`src/design/fpfa_pkg.sv`:
```
// Shared types and codes for the fixed-partition fit allocator.
// Used by the top level; no dependencies.
package fpfa_pkg;

    localparam int MAX_SLOTS = 64;
    localparam int SIZE_BITS = 16;

    typedef enum logic [2:0] {
        ST_IDLE,
        ST_SCAN,
        ST_DRAIN,
        ST_COMMIT,
        ST_DONE
    } state_t;

    localparam logic [1:0] POLICY_FIRST = 2'd0;
    localparam logic [1:0] POLICY_BEST  = 2'd1;
    localparam logic [1:0] POLICY_WORST = 2'd2;

    localparam logic [1:0] STATUS_OK     = 2'd0;
    localparam logic [1:0] STATUS_NOFIT  = 2'd1;
    localparam logic [1:0] STATUS_BADIDX = 2'd2;

    localparam logic MODE_LOAD    = 1'b0;
    localparam logic MODE_REQUEST = 1'b1;

    localparam logic CFG_FIT_POLICY  = 1'b0;
    localparam logic CFG_BLOCK_COUNT = 1'b1;

endpackage

```
`src/design/fpfa_ram.sv`:
```
// Generic single-port RAM with registered read data.
// No dependencies.
module fpfa_ram #(
    parameter int WIDTH = 17,
    parameter int DEPTH = 64
) (
    input  logic                                      aclk,
    input  logic                                      we,
    input  logic [((DEPTH > 1) ? $clog2(DEPTH) : 1)-1:0] addr,
    input  logic [WIDTH-1:0]                          wdata,
    output logic [WIDTH-1:0]                          rdata
);

    logic [WIDTH-1:0] mem [DEPTH];
    logic [WIDTH-1:0] rdata_reg;

    always_ff @(posedge aclk) begin
        if (we) begin
            mem[addr] <= wdata;
        end
        rdata_reg <= mem[addr];
    end

    assign rdata = rdata_reg;

endmodule

```
`src/design/fixed_partition_fit_allocator.sv`:
```
// Fixed-partition allocator: first, best or worst fit over stored slot sizes.
// A load goes straight to the done state; a request with active blocks runs scan,
// drain and commit (straight to done when no slot is active): one slot read per
// cycle from the single RAM port, then drain, write-back of the used bit of a granted
// slot. In done, m_valid is registered once the output is free; no request is taken
// until the block is back in idle. Reset clears control and config registers; the
// slot RAM is not cleared, so a slot must be loaded before any request scans it.
module fixed_partition_fit_allocator (
    input  logic        aclk,
    input  logic        aresetn,

    input  logic        cfg_we,
    input  logic        cfg_index,
    input  logic [6:0]  cfg_wdata,

    input  logic        s_valid,
    output logic        s_ready,
    input  logic        s_mode,
    input  logic [5:0]  s_slot_index,
    input  logic [15:0] s_amount,

    output logic        m_valid,
    input  logic        m_ready,
    output logic        m_granted,
    output logic [5:0]  m_chosen_slot,
    output logic [15:0] m_chosen_size,
    output logic [15:0] m_leftover,
    output logic [1:0]  m_status
);

    localparam int MAX_SLOTS = fpfa_pkg::MAX_SLOTS;
    localparam int SIZE_BITS = fpfa_pkg::SIZE_BITS;
    localparam int IDX_W = (MAX_SLOTS > 1) ? $clog2(MAX_SLOTS) : 1;
    localparam int WORD_W = SIZE_BITS + 1;

    fpfa_pkg::state_t state_reg, state_next;

    logic [1:0]           fit_policy_reg;
    logic [6:0]           block_count_reg;
    logic [6:0]           act_count;

    logic                 mode_reg;
    logic [SIZE_BITS-1:0] amt_reg;
    logic [1:0]           ld_status_reg;
    logic [6:0]           scan_cnt_reg;
    logic                 rd_vld_reg;
    logic [6:0]           rd_idx_reg;
    logic                 found_reg;
    logic [6:0]           best_idx_reg;
    logic [SIZE_BITS-1:0] best_size_reg;

    logic                 m_valid_reg;
    logic                 m_granted_reg;
    logic [5:0]           m_chosen_slot_reg;
    logic [15:0]          m_chosen_size_reg;
    logic [15:0]          m_leftover_reg;
    logic [1:0]           m_status_reg;

    logic                 ram_we;
    logic [IDX_W-1:0]     ram_addr;
    logic [WORD_W-1:0]    ram_wdata;
    logic [WORD_W-1:0]    ram_rdata;

    logic                 accept;
    logic                 load_in_range;
    logic                 scan_last;
    logic                 out_free;
    logic                 out_load;
    logic                 rd_used;
    logic [SIZE_BITS-1:0] rd_size;
    logic                 fits;
    logic                 take;
    logic [SIZE_BITS-1:0] amt_in;

    // Active count saturates at the slot capacity
    assign act_count = (32'(block_count_reg) > MAX_SLOTS) ? 7'(MAX_SLOTS) : block_count_reg;

    assign amt_in        = SIZE_BITS'(s_amount);
    assign accept        = s_valid && s_ready;
    assign load_in_range = {1'b0, s_slot_index} < act_count;
    assign scan_last     = (scan_cnt_reg + 7'd1) == act_count;
    assign out_free      = !m_valid_reg || m_ready;

    assign rd_used = ram_rdata[SIZE_BITS];
    assign rd_size = ram_rdata[SIZE_BITS-1:0];
    assign fits    = rd_vld_reg && !rd_used && (rd_size >= amt_reg);
    assign take    = fits && (!found_reg
                     || (fit_policy_reg == fpfa_pkg::POLICY_BEST && rd_size < best_size_reg)
                     || (fit_policy_reg == fpfa_pkg::POLICY_WORST && rd_size > best_size_reg));

    fpfa_ram #(
        .WIDTH (WORD_W),
        .DEPTH (MAX_SLOTS)
    ) u_slot_ram (
        .aclk  (aclk),
        .we    (ram_we),
        .addr  (ram_addr),
        .wdata (ram_wdata),
        .rdata (ram_rdata)
    );

    // Next state
    always_comb begin
        state_next = state_reg;
        unique case (state_reg)
            fpfa_pkg::ST_IDLE: begin
                if (accept) begin
                    if (s_mode == fpfa_pkg::MODE_REQUEST && act_count != 7'd0) begin
                        state_next = fpfa_pkg::ST_SCAN;
                    end else begin
                        state_next = fpfa_pkg::ST_DONE;
                    end
                end
            end
            fpfa_pkg::ST_SCAN: begin
                if (scan_last) begin
                    state_next = fpfa_pkg::ST_DRAIN;
                end
            end
            fpfa_pkg::ST_DRAIN:  state_next = fpfa_pkg::ST_COMMIT;
            fpfa_pkg::ST_COMMIT: state_next = fpfa_pkg::ST_DONE;
            fpfa_pkg::ST_DONE: begin
                if (out_free) begin
                    state_next = fpfa_pkg::ST_IDLE;
                end
            end
            default: state_next = fpfa_pkg::ST_IDLE;
        endcase
    end

    // RAM port and handshake control
    always_comb begin
        s_ready   = 1'b0;
        out_load  = 1'b0;
        ram_we    = 1'b0;
        ram_addr  = IDX_W'(scan_cnt_reg);
        ram_wdata = {1'b1, best_size_reg};
        unique case (state_reg)
            fpfa_pkg::ST_IDLE: begin
                s_ready   = 1'b1;
                ram_addr  = IDX_W'(s_slot_index);
                ram_wdata = {1'b0, amt_in};
                ram_we    = accept && s_mode == fpfa_pkg::MODE_LOAD && load_in_range;
            end
            fpfa_pkg::ST_SCAN: begin
                ram_addr = IDX_W'(scan_cnt_reg);
            end
            fpfa_pkg::ST_DRAIN: begin
                ram_addr = IDX_W'(best_idx_reg);
            end
            fpfa_pkg::ST_COMMIT: begin
                // mark the granted slot used
                ram_addr = IDX_W'(best_idx_reg);
                ram_we   = found_reg;
            end
            fpfa_pkg::ST_DONE: begin
                out_load = out_free;
            end
            default: begin
                s_ready = 1'b0;
            end
        endcase
    end

    always_ff @(posedge aclk) begin
        if (!aresetn) begin
            state_reg       <= fpfa_pkg::ST_IDLE;
            fit_policy_reg  <= fpfa_pkg::POLICY_FIRST;
            block_count_reg <= 7'd0;
            rd_vld_reg      <= 1'b0;
            found_reg       <= 1'b0;
            scan_cnt_reg    <= 7'd0;
            m_valid_reg     <= 1'b0;
        end else begin
            state_reg  <= state_next;
            rd_vld_reg <= (state_reg == fpfa_pkg::ST_SCAN);

            if (cfg_we) begin
                if (cfg_index == fpfa_pkg::CFG_FIT_POLICY) begin
                    fit_policy_reg <= cfg_wdata[1:0];
                end else begin
                    block_count_reg <= cfg_wdata;
                end
            end

            if (accept) begin
                found_reg    <= 1'b0;
                scan_cnt_reg <= 7'd0;
            end else begin
                if (state_reg == fpfa_pkg::ST_SCAN) begin
                    scan_cnt_reg <= scan_cnt_reg + 7'd1;
                end
                if (take) begin
                    found_reg <= 1'b1;
                end
            end

            if (out_load) begin
                m_valid_reg <= 1'b1;
            end else if (m_ready) begin
                m_valid_reg <= 1'b0;
            end
        end
    end

    // Payload registers
    always_ff @(posedge aclk) begin
        if (accept) begin
            mode_reg      <= s_mode;
            amt_reg       <= amt_in;
            ld_status_reg <= load_in_range ? fpfa_pkg::STATUS_OK : fpfa_pkg::STATUS_BADIDX;
        end
        rd_idx_reg <= scan_cnt_reg;
        if (take) begin
            best_idx_reg  <= rd_idx_reg;
            best_size_reg <= rd_size;
        end
        if (out_load) begin
            if (mode_reg == fpfa_pkg::MODE_LOAD) begin
                m_granted_reg     <= 1'b0;
                m_chosen_slot_reg <= 6'd0;
                m_chosen_size_reg <= 16'd0;
                m_leftover_reg    <= 16'd0;
                m_status_reg      <= ld_status_reg;
            end else if (found_reg) begin
                m_granted_reg     <= 1'b1;
                m_chosen_slot_reg <= 6'(best_idx_reg);
                m_chosen_size_reg <= 16'(best_size_reg);
                m_leftover_reg    <= 16'(best_size_reg - amt_reg);
                m_status_reg      <= fpfa_pkg::STATUS_OK;
            end else begin
                m_granted_reg     <= 1'b0;
                m_chosen_slot_reg <= 6'd0;
                m_chosen_size_reg <= 16'd0;
                m_leftover_reg    <= 16'd0;
                m_status_reg      <= fpfa_pkg::STATUS_NOFIT;
            end
        end
    end

    assign m_valid       = m_valid_reg;
    assign m_granted     = m_granted_reg;
    assign m_chosen_slot = m_chosen_slot_reg;
    assign m_chosen_size = m_chosen_size_reg;
    assign m_leftover    = m_leftover_reg;
    assign m_status      = m_status_reg;

    a_ram_write_idle_or_commit: assert property (@(posedge aclk) disable iff (!aresetn)
        ram_we |-> (state_reg == fpfa_pkg::ST_IDLE || state_reg == fpfa_pkg::ST_COMMIT))
        else $error("slot RAM written during scan");

    a_request_starts_scan: assert property (@(posedge aclk) disable iff (!aresetn)
        (accept && s_mode == fpfa_pkg::MODE_REQUEST && act_count != 7'd0)
        |=> state_reg == fpfa_pkg::ST_SCAN)
        else $error("request did not start a scan");

    a_grant_status_ok: assert property (@(posedge aclk) disable iff (!aresetn)
        (m_valid && m_granted) |-> (m_status == fpfa_pkg::STATUS_OK
                                    && m_leftover <= m_chosen_size))
        else $error("granted result inconsistent");

    a_no_accept_busy: assert property (@(posedge aclk) disable iff (!aresetn)
        (state_reg != fpfa_pkg::ST_IDLE) |-> !s_ready)
        else $error("request accepted while busy");

endmodule
```
`config.mk`:
```
export PLATFORM = sky130hd
export DESIGN_NAME = fixed_partition_fit_allocator
export DESIGN_NICKNAME = d
export VERILOG_FILES = /design/src/design/fpfa_pkg.sv /design/src/design/fpfa_ram.sv /design/src/design/fixed_partition_fit_allocator.sv
export SDC_FILE = /design/constraint.sdc
export NUM_CORES = 1
export LEC_CHECK = 0
export BUFFER_PORTS_ARGS = -buffer_cell sky130_fd_sc_hd__buf_4
export CAP_MARGIN = 30
export CORE_UTILIZATION = 45
export DETAILED_ROUTE_END_ITERATION = 16
export PLACE_DENSITY_LB_ADDON = 0.15
export SLEW_MARGIN = 20
export SYNTH_ARGS = -nofsm -noshare
export SYNTH_HDL_FRONTEND = slang
export SYNTH_SLANG_ARGS = --single-unit
```
`constraint.sdc`:
```
create_clock -name aclk -period 14.6 [get_ports aclk]
set_input_delay 0 -clock aclk [delete_from_list [all_inputs] [get_ports aclk]]
set_output_delay 0 -clock aclk [all_outputs]
set_load 0.05 [all_outputs]
```
==> impl_results.md <==
- Post-route ant nets: 0
- Clock Path Buffers: 3
- WS Path Type: flop to flop
- Sequential fraction of the synthesis area: 79.1%
- CTS Buf Count: 118
- Register share of total power: 48.4%
- Htree depth: 3
- Area leader, netlist: edfxtp_1
- Detailed placement HPWL: 71100 um
- Via density: 6.15
- Net Switching: 2.34 mW
- Core Box Area: 100000 um2
- Worst-Margin Slew: 1070 ps
- Area contributors post-synth: edfxtp_1, a22oi_1, a41oi_1
- Slew headroom: approximately 29%
- Crit. End Element: flop
- Ports: 79
- Power, Total: 8.56 mW
- Post-CTS Setup Bufs: 0
- Drt drc: 0
- Pwr dens: 162 nW/um2
- Status: completed
- First-pass GRT wire length: 179000 um
- Global route total overflow: 0
- Yosys cell types: 66
- CTS root buf: clkbuf_16
- Max-cap violations: 0
- Number of synthesized register bits: 1214
- Worst IR drop on VDD: 0.0916 mV
- Count leader, synth: edfxtp_1
- Clk pwr share: 36.0%
- Synthesized area: 45500 um2
- IO Port Bufs: 78
- Switching share of power: 27.3%
- Fill count: between 7000 and 8000
- Combinational fraction of design power: between 10% and 20%
- Die Span Y: 320 um
- Final Max Tran Viols: 0
- Row cnt: about 120
- Cts repair resizes: 0
- Synth Flop Type: edfxtp_1
- RSZ-0062 raised after global routing: no
- Final min period: between 4000 and 5000 ps
- Routed wire length: 123000 um
- Die width: 320 um
- Largest net degree at the start of global routing: 135
- Area grow syn2layout: 16.2%
- Syn nets: 2731
- Clock Sink Count: roughly 1200
- Cts hold-fix bufs: 48
- Clk_lat worst skew: 700 ps
- Antenna violations before repair: 1
- Share of layout cells above drive strength 1: between 10% and 20%
- Leakage dissipation: about 16 nW
- Setup ws final: 10020 ps
- Drt first pass iters: 6
- Worst-path clk slew: 60 ps
- Setup WS pre-CTS: 10090 ps
- CTS tree: done
- Top post-synthesis cells by count: edfxtp_1, a22oi_1, a41oi_1
- Count of yosys warnings during synthesis: 0
- Final Setup Violations: 0
- Initial core utilization: 45.5%
- All-Layer GR Usage: 23.9%
- GP Congestion: between 0.8 and 0.9
- Skew final: 20.3 ps
- Pint: 6.22 mW
- Critical Path Start Type: flop
- Synth async-reset ratio: 0%
- Final hold violation count: 0
- Fmax: 218 MHz
- Critical Path Fanout Max: 54
- Die ar.: 102000 um2
- Vias: around 26000
- EDFF count, synth: about 1200
- Share of the synthesized area in the top cell type: 77.1%
- Number of diodes: 0
- TNS Setup: 0 ps
- Tcrit/Tclk final: 31.4%
- CP Data Required Time: 14990 ps
- First DRT Iteration DRCs: 2939
- Final layout net count: 2943
- Max reg flops: 1088
- HP Class: input port to flop
- Wirelength per Cell: 29.0 um
- Crit path DAT: roughly 5000 ps
- Syn_area_per_cell: around 17 um2
- Post-Synthesis Cells: 2641
- Vias in the first global route: 25500
routing by layer:
| layer | track usage (%) | wire length, um |
|---|---|---|
| met5 | 0 | 0 |
| met4 | 6.43 | 2590 |
| met3 | 3.20 | 9000 |
| met2 | 38.4 | 58400 |
| met1 | 34.5 | 53300 |
cell type report:
cell class              instances  area [um2]  area share (%)
flip-flops and latches       1214       36000            68.0
multi-input cells            1230        9030            17.1
clock buffers                 136        3100            5.86
repair buffers                242        2180            4.12
well taps                    1298        1620            3.07
clock inverters                81         813            1.54
inverters                      47         176           0.333
cells by family (layout without fill, tap and decap cells):
group / Yosys count / count (layout) / synth area share, %
AND/OR/NAND/NOR: 332 / 332 / 3.48
XOR/XNOR: 24 / 24 / 0.462
multiplexers: 2 / 2 / 0.0440
flip-flops: 1214 / 1214 / 79.1
buffers and inverters: 197 / 506 / 1.93
adder cells (fa/ha/maj): 54 / 54 / 1.50
AO/OA/AOI/OAI: 818 / 818 / 13.5
through the flow:
stage	std cells	area [um2]	utilization, %	hold slack, ps
after floorplan	2641	45500	-	98.9
after global placement	3950	48100	48.0	191
after detailed placement	3976	48400	48.4	196
after CTS	4241	52800	52.8	13.5
after global routing	4248	52900	52.9	44.4
final	4248	52900	52.9	43.4
power groups by stage:
stage	combinational (mW)	sequential [mW]	clock [mW]
finish	1.33	4.15	3.08
global route	1.42	4.15	3.25
CTS	1.33	4.15	3.12
detailed placement	1.32	4.22	0
global placement	1.29	4.22	0
floorplan	0.728	4.22	0
worst max-delay path, cell delays in order (launching register included):
cell      delay [ps]
dfxtp_1          610
inv_1            330
a21oi_1          440
nor2_1           200
a211oi_4         260
buf_4            660
nand2_1          660
nor2_1           780
buf_4            310
path summary, 6_finish.rpt:
kind,start,to,slack (ps),cells after the start
hold / removal,s_amount[8],amt_reg[8],40,2
setup reg to reg,state_reg[2],u_slot_ram.mem[8][7],10020,8
setup / recovery,state_reg[2],u_slot_ram.mem[8][7],10020,8
hold reg to reg,rd_idx_reg[1],best_idx_reg[1],410,0
layout by cell type (no fill, tap or decap), drive strengths merged, types with 5 or more instances in the layout:
| cell type | count |
|---|---|
| a211oi | 5 |
| a21boi | 8 |
| a21o | 12 |
| a21oi | 37 |
| a221oi | 8 |
| a22oi | 532 |
| a31oi | 9 |
| a41oi | 129 |
| and3 | 10 |
| buf | 194 |
| bufinv | 16 |
| clkbuf | 136 |
| clkinv | 53 |
| clkinvlp | 12 |
| dfxtp | 45 |
| dlygate4sd3 | 48 |
| edfxtp | 1169 |
| ha | 53 |
| inv | 47 |
| nand2 | 80 |
| nand2b | 9 |
| nand3 | 18 |
| nand4 | 10 |
| nor2 | 128 |
| nor2b | 15 |
| nor3 | 10 |
| nor4 | 36 |
| o211ai | 5 |
| o21a | 8 |
| o21ai | 43 |
| xnor2 | 17 |
| xor2 | 7 |
Power figures use the tool's default switching activity.
